## src/sv/lrpr_pkg.sv

```systemverilog
package lrpr_pkg;

  // stream characters
  localparam logic [7:0] CH_NL   = 8'h0A;
  localparam logic [7:0] CH_NUL  = 8'h00;
  localparam logic [7:0] CH_LT   = 8'h3C;
  localparam logic [7:0] CH_GT   = 8'h3E;
  localparam logic [7:0] CH_D0   = 8'h30;
  localparam logic [7:0] CH_D9   = 8'h39;

  // input commands
  localparam logic CMD_BYTE  = 1'b0;
  localparam logic CMD_WRITE = 1'b1;

  // user facility with notice level
  localparam logic [9:0] DEFAULT_PRI = 10'd13;
  localparam int unsigned FAC_FIELD_W = 7;
  localparam logic [FAC_FIELD_W-1:0] USER_FAC = 7'd1;

  localparam logic [7:0] ALL_LEVELS = 8'hFF;
  localparam int unsigned QUEUE_DEPTH = 4;

  typedef enum logic [1:0] {
    PH_START,
    PH_DIGITS,
    PH_VALID,
    PH_NONE
  } lrpr_phase_e;

  typedef enum logic {
    ENT_WRITE,
    ENT_RECORD
  } lrpr_kind_e;

  typedef struct packed {
    logic       command;
    logic [7:0] data_byte;
    logic [3:0] rule_index;
    logic [4:0] facility_index;
    logic [7:0] level_mask;
  } lrpr_in_t;

  typedef struct packed {
    logic [11:0] rule_hits;
    logic [4:0]  facility;
    logic [2:0]  level;
    logic [8:0]  body_start;
    logic [8:0]  body_length;
    logic        prefix_valid;
    logic        truncated;
  } lrpr_out_t;

  // one queue entry: either a table write or a finished line
  typedef struct packed {
    lrpr_kind_e             kind;
    logic [3:0]             rule_index;
    logic [FAC_FIELD_W-1:0] facility;
    logic [2:0]             level;
    logic [7:0]             wmask;
    logic [8:0]             body_start;
    logic [8:0]             body_length;
    logic                   prefix_valid;
    logic                   truncated;
  } lrpr_entry_t;

  typedef struct packed {
    logic full;
    logic empty;
  } lrpr_qstat_t;

  // reset content of the rule table
  function automatic logic [7:0] init_mask(input logic first_rule,
                                           input logic [FAC_FIELD_W-1:0] fac);
    logic named;
    named = (fac < 7'd10) || ((fac >= 7'd16) && (fac < 7'd24));
    return (first_rule && named) ? ALL_LEVELS : 8'h00;
  endfunction

endpackage

```

## src/sv/log_record_priority_router_core.sv

```systemverilog
// log record priority router
// input channel (in_valid_i / in_stall_o / in_data_i): one transaction per cycle
//   unless stalled: a stream byte (command 0) or one rule table write (command 1)
// output channel (out_valid_o / out_stall_i / out_data_o): one transaction per
//   non-empty line, queued when its newline byte is taken
// config: cfg_we_i writes cfg_wdata_i into rule_count; the user must do so only
// while the block is idle, which the block does not enforce; the front parses each
// byte in the cycle it is taken and pushes line records and table writes into a
// four-entry queue; the back pops one entry per cycle when not stalled, writes the
// rule table or reads one table row per rule, and builds the hit mask
// a result passes through the queue pop with table read, then the output register
// throughput: one transaction per cycle per channel when not stalled; the single
//   pop per cycle from the queue, paired with one table read, sets that rate
// reset: line state clears at once, then a clearing pass writes the reset table
//   content row by row, one row per facility, with in_stall_o held high
// a stalled receiver keeps the result in the output register; the back stage and
//   the queue fill behind it, and in_stall_o rises once the queue is full
module log_record_priority_router_core
  import lrpr_pkg::*;
#(
  parameter int unsigned RULES      = 12,
  parameter int unsigned FACILITIES = 24,
  parameter int unsigned LINE_BYTES = 512
) (
  input  logic       clk_i,
  input  logic       rst_ni,
  input  logic       in_valid_i,
  output logic       in_stall_o,
  input  lrpr_in_t   in_data_i,
  output logic       out_valid_o,
  input  logic       out_stall_i,
  output lrpr_out_t  out_data_o,
  input  logic       cfg_we_i,
  input  logic [3:0] cfg_wdata_i
);

  logic [3:0]  rule_count_q, rule_count_d;
  logic        accept;
  logic        push;
  logic        pop;
  logic        busy;
  lrpr_entry_t entry;
  lrpr_entry_t head;
  lrpr_qstat_t qstat;

  // rule count register, reset to one rule in use
  assign rule_count_d = cfg_we_i ? cfg_wdata_i : rule_count_q;

  always_ff @(posedge clk_i or negedge rst_ni) begin
    if (!rst_ni) begin
      rule_count_q <= 4'd1;
    end else begin
      rule_count_q <= rule_count_d;
    end
  end

  // hold off input while the queue is full or the table is being cleared
  assign in_stall_o = qstat.full || busy;
  assign accept     = in_valid_i && !in_stall_o;

  // front: byte parser and line bookkeeping
  lrpr_front #(
    .RULES     (RULES),
    .FACILITIES(FACILITIES),
    .LINE_BYTES(LINE_BYTES)
  ) u_front (
    .clk_i    (clk_i),
    .rst_ni   (rst_ni),
    .accept_i (accept),
    .in_data_i(in_data_i),
    .push_o   (push),
    .entry_o  (entry)
  );

  // decoupling queue between parser and table lookup
  lrpr_queue u_queue (
    .clk_i   (clk_i),
    .rst_ni  (rst_ni),
    .push_i  (push),
    .entry_i (entry),
    .pop_i   (pop),
    .head_o  (head),
    .status_o(qstat)
  );

  // back: rule table, lookup and output register
  lrpr_back #(
    .RULES     (RULES),
    .FACILITIES(FACILITIES)
  ) u_back (
    .clk_i       (clk_i),
    .rst_ni      (rst_ni),
    .head_i      (head),
    .qstat_i     (qstat),
    .rule_count_i(rule_count_q),
    .pop_o       (pop),
    .busy_o      (busy),
    .out_valid_o (out_valid_o),
    .out_stall_i (out_stall_i),
    .out_data_o  (out_data_o)
  );

  // queue never overflows
  a_no_push_full: assert property (@(posedge clk_i) disable iff (!rst_ni)
    !(push && qstat.full))
    else $error("push into full queue");

  // queue never underflows
  a_no_pop_empty: assert property (@(posedge clk_i) disable iff (!rst_ni)
    pop |-> !qstat.empty)
    else $error("pop from empty queue");

  // nothing moves through the queue during the clearing pass
  a_idle_clear: assert property (@(posedge clk_i) disable iff (!rst_ni)
    busy |-> (!push && !pop))
    else $error("queue traffic during table clear");

  // a delivered record always carries a facility in range
  a_fac_range: assert property (@(posedge clk_i) disable iff (!rst_ni)
    out_valid_o |-> (32'(out_data_o.facility) < 32'(FACILITIES)))
    else $error("facility out of range");

endmodule

```

## src/sv/lrpr_ram.sv

```systemverilog
module lrpr_ram #(
  parameter int unsigned WIDTH = 8,
  parameter int unsigned DEPTH = 24
) (
  input  logic                                 clk_i,
  input  logic                                 we_i,
  input  logic [(DEPTH > 1 ? $clog2(DEPTH) : 1)-1:0] waddr_i,
  input  logic [WIDTH-1:0]                     wdata_i,
  input  logic                                 re_i,
  input  logic [(DEPTH > 1 ? $clog2(DEPTH) : 1)-1:0] raddr_i,
  output logic [WIDTH-1:0]                     rdata_o
);

  logic [WIDTH-1:0] mem_q [DEPTH];
  logic [WIDTH-1:0] rdata_q;

  always_ff @(posedge clk_i) begin
    if (we_i) begin
      mem_q[waddr_i] <= wdata_i;
    end
    if (re_i) begin
      rdata_q <= mem_q[raddr_i];
    end
  end

  assign rdata_o = rdata_q;

endmodule

```

## src/sv/lrpr_front.sv

```systemverilog
module lrpr_front
  import lrpr_pkg::*;
#(
  parameter int unsigned RULES      = 12,
  parameter int unsigned FACILITIES = 24,
  parameter int unsigned LINE_BYTES = 512
) (
  input  logic        clk_i,
  input  logic        rst_ni,
  input  logic        accept_i,
  input  lrpr_in_t    in_data_i,
  output logic        push_o,
  output lrpr_entry_t entry_o
);

  localparam int unsigned CntW = $clog2(LINE_BYTES);
  localparam logic [CntW-1:0] KeepLast = CntW'(LINE_BYTES - 1);

  lrpr_phase_e     phase_q, phase_d;
  logic [CntW-1:0] kept_q, kept_d;
  logic [CntW-1:0] text_q, text_d;
  logic [CntW-1:0] plen_q, plen_d;
  logic [9:0]      acc_q, acc_d;
  logic            zero_q, zero_d;
  logic            ovf_q, ovf_d;

  // end of line values
  logic                   pfx_ok;
  logic [9:0]             pri;
  logic [FAC_FIELD_W-1:0] fac_raw;
  logic [FAC_FIELD_W-1:0] fac_fix;
  logic [CntW-1:0]        start;
  logic [CntW-1:0]        len;
  logic                   non_empty;
  logic [7:0]             b;

  always_ff @(posedge clk_i or negedge rst_ni) begin
    if (!rst_ni) begin
      phase_q <= PH_START;
      kept_q  <= '0;
      text_q  <= '0;
      plen_q  <= '0;
      acc_q   <= '0;
      zero_q  <= 1'b0;
      ovf_q   <= 1'b0;
    end else begin
      phase_q <= phase_d;
      kept_q  <= kept_d;
      text_q  <= text_d;
      plen_q  <= plen_d;
      acc_q   <= acc_d;
      zero_q  <= zero_d;
      ovf_q   <= ovf_d;
    end
  end

  always_comb begin
    b         = in_data_i.data_byte;
    pfx_ok    = (phase_q == PH_VALID);
    pri       = pfx_ok ? acc_q : DEFAULT_PRI;
    fac_raw   = pri[9:3];
    fac_fix   = (32'(fac_raw) >= 32'(FACILITIES)) ? USER_FAC : fac_raw;
    start     = pfx_ok ? plen_q : '0;
    non_empty = (kept_q != '0) && (text_q > start);
    len       = text_q - start;

    phase_d = phase_q;
    kept_d  = kept_q;
    text_d  = text_q;
    plen_d  = plen_q;
    acc_d   = acc_q;
    zero_d  = zero_q;
    ovf_d   = ovf_q;
    push_o  = 1'b0;
    entry_o = '0;

    if (accept_i) begin
      if (in_data_i.command == CMD_WRITE) begin
        // out-of-range entries are dropped here
        if ((32'(in_data_i.rule_index) < 32'(RULES)) &&
            (32'(in_data_i.facility_index) < 32'(FACILITIES))) begin
          push_o             = 1'b1;
          entry_o.kind       = ENT_WRITE;
          entry_o.rule_index = in_data_i.rule_index;
          entry_o.facility   = FAC_FIELD_W'(in_data_i.facility_index);
          entry_o.wmask      = in_data_i.level_mask;
        end
      end else if (b == CH_NL) begin
        if (non_empty) begin
          push_o               = 1'b1;
          entry_o.kind         = ENT_RECORD;
          entry_o.facility     = fac_fix;
          entry_o.level        = pri[2:0];
          entry_o.body_start   = 9'(start);
          entry_o.body_length  = 9'(len);
          entry_o.prefix_valid = pfx_ok;
          entry_o.truncated    = ovf_q;
        end
        phase_d = PH_START;
        kept_d  = '0;
        text_d  = '0;
        plen_d  = '0;
        acc_d   = '0;
        zero_d  = 1'b0;
        ovf_d   = 1'b0;
      end else if (kept_q < KeepLast) begin
        kept_d = CntW'(kept_q + 1'b1);
        if (!zero_q) begin
          if (b == CH_NUL) begin
            zero_d = 1'b1;
            if (phase_q == PH_DIGITS) begin
              phase_d = PH_NONE;
            end
          end else begin
            text_d = CntW'(text_q + 1'b1);
            case (phase_q)
              PH_START: begin
                if (b == CH_LT) begin
                  phase_d = PH_DIGITS;
                  acc_d   = '0;
                end else begin
                  phase_d = PH_NONE;
                end
              end
              PH_DIGITS: begin
                if ((b >= CH_D0) && (b <= CH_D9)) begin
                  acc_d = 10'((acc_q << 3) + (acc_q << 1) + {6'd0, b[3:0]});
                end else if (b == CH_GT) begin
                  phase_d = PH_VALID;
                  plen_d  = CntW'(kept_q + 1'b1);
                end else begin
                  phase_d = PH_NONE;
                end
              end
              default: begin
              end
            endcase
          end
        end
      end else begin
        ovf_d = 1'b1;
      end
    end
  end

endmodule

```

## src/sv/lrpr_queue.sv

```systemverilog
module lrpr_queue
  import lrpr_pkg::*;
(
  input  logic        clk_i,
  input  logic        rst_ni,
  input  logic        push_i,
  input  lrpr_entry_t entry_i,
  input  logic        pop_i,
  output lrpr_entry_t head_o,
  output lrpr_qstat_t status_o
);

  localparam int unsigned PtrW = $clog2(QUEUE_DEPTH);
  localparam int unsigned CntW = $clog2(QUEUE_DEPTH + 1);

  lrpr_entry_t     slot_q [QUEUE_DEPTH];
  logic [PtrW-1:0] wr_q, wr_d;
  logic [PtrW-1:0] rd_q, rd_d;
  logic [CntW-1:0] cnt_q, cnt_d;

  always_comb begin
    wr_d  = push_i ? PtrW'(wr_q + 1'b1) : wr_q;
    rd_d  = pop_i ? PtrW'(rd_q + 1'b1) : rd_q;
    cnt_d = cnt_q;
    if (push_i && !pop_i) begin
      cnt_d = CntW'(cnt_q + 1'b1);
    end else if (pop_i && !push_i) begin
      cnt_d = CntW'(cnt_q - 1'b1);
    end
  end

  always_ff @(posedge clk_i or negedge rst_ni) begin
    if (!rst_ni) begin
      wr_q  <= '0;
      rd_q  <= '0;
      cnt_q <= '0;
    end else begin
      wr_q  <= wr_d;
      rd_q  <= rd_d;
      cnt_q <= cnt_d;
    end
  end

  always_ff @(posedge clk_i) begin
    if (push_i) begin
      slot_q[wr_q] <= entry_i;
    end
  end

  assign head_o         = slot_q[rd_q];
  assign status_o.full  = (cnt_q == CntW'(QUEUE_DEPTH));
  assign status_o.empty = (cnt_q == '0);

endmodule

```

## src/sv/lrpr_back.sv

```systemverilog
module lrpr_back
  import lrpr_pkg::*;
#(
  parameter int unsigned RULES      = 12,
  parameter int unsigned FACILITIES = 24
) (
  input  logic        clk_i,
  input  logic        rst_ni,
  input  lrpr_entry_t head_i,
  input  lrpr_qstat_t qstat_i,
  input  logic [3:0]  rule_count_i,
  output logic        pop_o,
  output logic        busy_o,
  output logic        out_valid_o,
  input  logic        out_stall_i,
  output lrpr_out_t   out_data_o
);

  localparam int unsigned AddrW = $clog2(FACILITIES);

  logic             clr_q, clr_d;
  logic [AddrW-1:0] clr_addr_q, clr_addr_d;
  logic             s1_valid_q, s1_valid_d;
  lrpr_entry_t      s1_q, s1_d;
  logic             out_valid_q, out_valid_d;
  lrpr_out_t        out_q, out_d;

  logic             advance;
  logic             pop_rec;
  logic             pop_wr;
  logic [AddrW-1:0] waddr;
  logic [AddrW-1:0] raddr;
  logic [7:0]       rdata [RULES];
  logic [RULES-1:0] hits;

  assign advance = !out_valid_q || !out_stall_i;
  assign pop_o   = !qstat_i.empty && !clr_q && (!s1_valid_q || advance);
  assign pop_rec = pop_o && (head_i.kind == ENT_RECORD);
  assign pop_wr  = pop_o && (head_i.kind == ENT_WRITE);
  assign waddr   = clr_q ? clr_addr_q : head_i.facility[AddrW-1:0];
  assign raddr   = head_i.facility[AddrW-1:0];

  for (genvar r = 0; r < RULES; r++) begin : g_rule
    logic       we;
    logic [7:0] wdata;

    assign we    = clr_q || (pop_wr && (32'(head_i.rule_index) == 32'(r)));
    assign wdata = clr_q ? init_mask(r == 0, FAC_FIELD_W'(clr_addr_q)) : head_i.wmask;

    lrpr_ram #(
      .WIDTH(8),
      .DEPTH(FACILITIES)
    ) u_ram (
      .clk_i  (clk_i),
      .we_i   (we),
      .waddr_i(waddr),
      .wdata_i(wdata),
      .re_i   (pop_rec),
      .raddr_i(raddr),
      .rdata_o(rdata[r])
    );

    assign hits[r] = (32'(r) < 32'(rule_count_i)) && rdata[r][s1_q.level];
  end

  always_comb begin
    clr_d      = clr_q;
    clr_addr_d = clr_addr_q;
    if (clr_q) begin
      clr_addr_d = AddrW'(clr_addr_q + 1'b1);
      if (clr_addr_q == AddrW'(FACILITIES - 1)) begin
        clr_d = 1'b0;
      end
    end

    s1_valid_d = s1_valid_q;
    s1_d       = s1_q;
    if (pop_o) begin
      s1_valid_d = pop_rec;
      s1_d       = head_i;
    end else if (advance) begin
      s1_valid_d = 1'b0;
    end

    out_valid_d = out_valid_q;
    out_d       = out_q;
    if (advance) begin
      out_valid_d        = s1_valid_q;
      out_d.rule_hits    = 12'(hits);
      out_d.facility     = 5'(s1_q.facility);
      out_d.level        = s1_q.level;
      out_d.body_start   = s1_q.body_start;
      out_d.body_length  = s1_q.body_length;
      out_d.prefix_valid = s1_q.prefix_valid;
      out_d.truncated    = s1_q.truncated;
    end
  end

  always_ff @(posedge clk_i or negedge rst_ni) begin
    if (!rst_ni) begin
      clr_q       <= 1'b1;
      clr_addr_q  <= '0;
      s1_valid_q  <= 1'b0;
      out_valid_q <= 1'b0;
    end else begin
      clr_q       <= clr_d;
      clr_addr_q  <= clr_addr_d;
      s1_valid_q  <= s1_valid_d;
      out_valid_q <= out_valid_d;
    end
  end

  always_ff @(posedge clk_i) begin
    s1_q  <= s1_d;
    out_q <= out_d;
  end

  assign busy_o      = clr_q;
  assign out_valid_o = out_valid_q;
  assign out_data_o  = out_q;

endmodule

```

## config.mk

```make
export PLATFORM = sky130hd
export DESIGN_NAME = log_record_priority_router_core
export DESIGN_NICKNAME = d
export VERILOG_FILES = /design/src/sv/lrpr_pkg.sv /design/src/sv/log_record_priority_router_core.sv /design/src/sv/lrpr_ram.sv /design/src/sv/lrpr_front.sv /design/src/sv/lrpr_queue.sv /design/src/sv/lrpr_back.sv
export SDC_FILE = /design/constraint.sdc
export NUM_CORES = 2
export LEC_CHECK = 0
export ABC_AREA = 0
export BUFFER_PORTS_ARGS = -buffer_cell sky130_fd_sc_hd__buf_2
export CAP_MARGIN = 20
export CORE_ASPECT_RATIO = 2
export CORE_MARGIN = 4
export CORE_UTILIZATION = 68
export CTS_CLUSTER_DIAMETER = 40
export DETAILED_ROUTE_END_ITERATION = 10
export GPL_TIMING_DRIVEN = 0
export PLACE_DENSITY_LB_ADDON = 0.1
export SLEW_MARGIN = 20
export SYNTH_ARGS = -nofsm -noshare
export SYNTH_HDL_FRONTEND = slang
export SYNTH_SLANG_ARGS = --single-unit
```

## constraint.sdc

```tcl
create_clock -name clk_i -period 28.6 [get_ports clk_i]
set_input_delay 4.29 -clock clk_i [delete_from_list [all_inputs] [get_ports clk_i]]
set_output_delay 4.29 -clock clk_i [all_outputs]
set_load 0.02 [all_outputs]
```

==> metrics.md <==
| Metric | Value |
|---|---|
| Initial drt markers | 9505 |
| CTS tree | done |
| Power Density | 111 nW/um^2 |
| Routed length per placed instance | 36.6 um |
| Worst-path maximum fanout | 10 |
| Status | finished, violations left |
| Synth top area share | between 70 and 80% |
| Worst rel slew slack | about 11% |
| Worst Hold End | u_back.out_data_o[6]$_DFFE_PP_ |
| Vias in the first global route | 65231 |
| Final hold viol count | 0 |
| First-pass GRT wire length | between 400 and 500 mm |
| Core area | 155000 sq um |
| Yosys warns | 0 |
| Nets@finish | 6901 |
| Setup crit start | out_stall_i |
| Clk Tree Root Cell | clkbuf_16 |
| Top_reg_cell synth | edfxtp_1 |
| Drt first pass iters | 11 |
| NetSw | around 5.0 mW |
| Final period util | roughly a quarter |
| CTS max path bufs | 4 |
| Die height | 566 um |
| FF-to-FF Start | u_queue.rd_q[1]$_DFFE_PN0P_ |
| Starting density of the core | around two thirds |
| Drt total wl | 332 mm |
| Port bufs | 76 |
| Via count | 64789 |
| RSZ-0062 raised after global routing | no |
| Critical Path AT | 8.03 ns |
| CTS buffer count | 220 |
| Cells after synthesis | 6427 |
| Core Rows | approximately 200 |
| Num ports | 77 |
| Area of the multi-input gates | 23800 sq um |
| Detailed-route DRC error count | 6 |
| Syn Nets | between 6000 and 7000 |
| Crit path time final | around 7.6 ns |
| Failing checks | design-rule violations |
| Storage element area | 80500 sq um |
| Largest net degree at the start of global routing | 54 |
| Number of synthesized flops with an enable pin | 2632 |
| Min-delay src | u_back.s1_q[6]$_DFFE_PP_ |
| Comb power frac | 37.5% |
| Clock Sinks | between 2000 and 3000 |
| Critical path startpoint category | input pin |
| CTS clk-pin slew, worst paths | about 0.07 ns |
| Initial antenna violation count | 22 |
| # fillers | 8614 |
| Required @ worst endpoint | 29.05 ns |
| Clock Power Share | 22.8% |
| Synth area leaders | edfxtp_1, mux4_2, nand2_1 |
| Hold Buf Count CTS | 0 |
| Critical path type | input pin to flip-flop |
| Cts repair resizes | 0 |
| Mapped cell area | ~110000 sq um |
| Seq/Total Area, Yosys | 76.0% |
| Synth cell types | 70 |
| DRT antenna net count | 0 |
| R2R Path End | u_back.g_rule[6].u_ram.rdata_o[7]$_DFFE_PP_ |
| Postcts setup bufs | 0 |
| # H-tree levels | 4 |
| Slew @ Worst Pin | roughly 1.3 ns |
| Most common cell after layout, fill and taps aside | edfxtp_1 |
| Grt total ovfl | 0 |
| Clk_lat worst skew | 0.86 ns |
| Accumulated negative setup slack | 0 ns |
| Sequential share of power | 39.8% |
| Commonest cells after routing, fill and taps aside | edfxtp_1, nand2_1, nor2b_1 |
| Hold path cells | 0 |
| Worst reg2reg setup slack | between 20 and 25 ns |
| Die area | around 160000 sq um |
| DIE WIDTH | 287 um |
| Max Cap Viol | 0 |
| Fin. max-slew vios | 0 |
| Internal power | roughly 8 mW |
| Worst IR Drop VDD | between 0.00008 and 0.00009 V |
| Gr usage total | 40.9% |
| Share of cells above drive strength 1 | 14.4% |
| Hpwl dp | 230 mm |
| Switching Share | roughly 38% |
| Final core utilization | 76.5% |
| Skew final | approximately 0.038 ns |
| Area delta synth->final | 11.6% |
| Pleak | between 30 and 40 nW |
| Worst Reg-to-Reg Cells | 9 |
| Asr flop ratio synth | 2.23% |
| Register bit total from synthesis | 2692 |
| Worst setup EP type | flip-flop |
| Post-Syn Area per Cell | 16.5 sq um |
| Gp weighted congestion | around 0.98 |
| Worst hold margin | about 0.42 ns |
| Area leader, netlist | edfxtp_1 |
| Max Freq | 132 MHz |
| # setup viols final | 0 |
| HP Class | flip-flop to flip-flop |
| Post-DR vias/cell | 7.14 |
-- cell usage after synthesis, types with 4 or more instances --
library cell / instances
a211oi_1: 384
a21o_1: 13
a21oi_1: 31
a22oi_1: 97
a311oi_1: 369
a311oi_2: 15
a32o_1: 4
and2_1: 24
and2b_1: 5
and3_1: 17
buf_1: 44
buf_2: 100
buf_4: 10
buf_6: 8
clkbuf_1: 290
dfrtp_1: 58
edfxtp_1: 2632
fa_1: 4
ha_1: 33
inv_1: 20
mux2_2: 6
mux2i_1: 18
mux4_2: 255
nand2_1: 953
nand2b_1: 13
nand3_1: 18
nand4_1: 7
nor2_1: 339
nor2b_1: 394
nor3_1: 17
nor4_1: 98
o21a_1: 8
o21ai_0: 28
o21ai_1: 4
o22ai_1: 5
o31ai_1: 20
xnor2_1: 15
xor2_1: 21
-- power groups by stage --
stage                     registers, mW  logic, mW  clock network (mW)
after floorplan                    5.50       2.30                   0
after global placement             5.75       4.19                   0
after detailed placement           5.29       4.67                   0
after CTS                          5.22       4.74                2.97
after global routing               5.22       5.02                3.13
final                              5.22       4.92                2.99
-- metal layers --
layer,global-route usage [%],vias to the layer above,share of wire (%)
li1,-,26040,-
met1,43.9,32142,28
met2,70.1,5121,51
met3,8.75,1470,10
met4,32.0,16,10
met5,0,-,0.032
-- kinds of logic after synthesis --
logic type,count (synthesis),synth area share [%]
AOI/OAI and AO/OA,1000,7.52
xor gates and xnor gates,36,0.297
adders and majority gates,37,0.465
buffers and inverters,474,1.89
DFF,2692,76.0
muxes,280,5.66
and+or+nand+nor,1908,8.21
-- sequential cells by signal (all words and copies together) (netlist names), 2 cells and up --
name                         count
u_back.g_rule.u_ram.mem_q     2304
u_queue.slot_q                 164
u_back.g_rule.u_ram.rdata_o     96
u_back.out_data_o               40
u_back.s1_q                     28
u_front.acc_q                   10
u_front.kept_q                   9
u_front.plen_q                   9
u_front.text_q                   9
u_back.clr_addr_q                5
rule_count_q                     4
u_queue.cnt_q                    3
u_front.phase_q                  2
u_queue.rd_q                     2
u_queue.wr_q                     2
-- metrics by stage --
stage	instances	power [mW]	area (sq um)	setup slack [ns]
2_1_floorplan	6427	7.80	106000	19.03
3_3_place_gp	8563	9.94	109000	9.15
3_5_place_dp	8661	9.96	111000	20.25
4_1_cts	9052	12.9	118000	21.08
5_1_grt	9064	13.4	118000	20.86
6_report	9075	13.1	118000	21.02
-- worst max-delay path by stage --
stage / end
3_5_place_dp: u_back.g_rule[7].u_ram.mem_q[6][4]$_DFFE_PP_
3_3_place_gp: u_back.g_rule[7].u_ram.mem_q[17][5]$_DFFE_PP_
4_1_cts: u_back.g_rule[7].u_ram.mem_q[6][7]$_DFFE_PP_
2_1_floorplan: u_back.g_rule[0].u_ram.rdata_o[0]$_DFFE_PP_
5_1_grt: u_back.g_rule[7].u_ram.mem_q[5][7]$_DFFE_PP_
6_report: u_back.g_rule[7].u_ram.mem_q[1][4]$_DFFE_PP_
-- layout make-up --
class	count	share of cell area [%]
sequential	2692	68.0
multi-input combinational	3261	20.1
clock buffer	269	4.91
tap	2060	2.18
timing repair buffer	180	2.05
buffer	452	1.65
clock inverter	122	0.925
inverter	22	0.0719
antenna	17	0.0359
-- critical path, stage by stage --
cell and delay [ns]:
buf_2 0.12, and3_1 0.17, nor3_2 0.46, nand2b_1 0.30, nor3b_1 0.65, a21oi_1 0.51, clkbuf_1 0.51, nor2_2 0.97
Note: power is estimated with default switching activity, not from simulation.
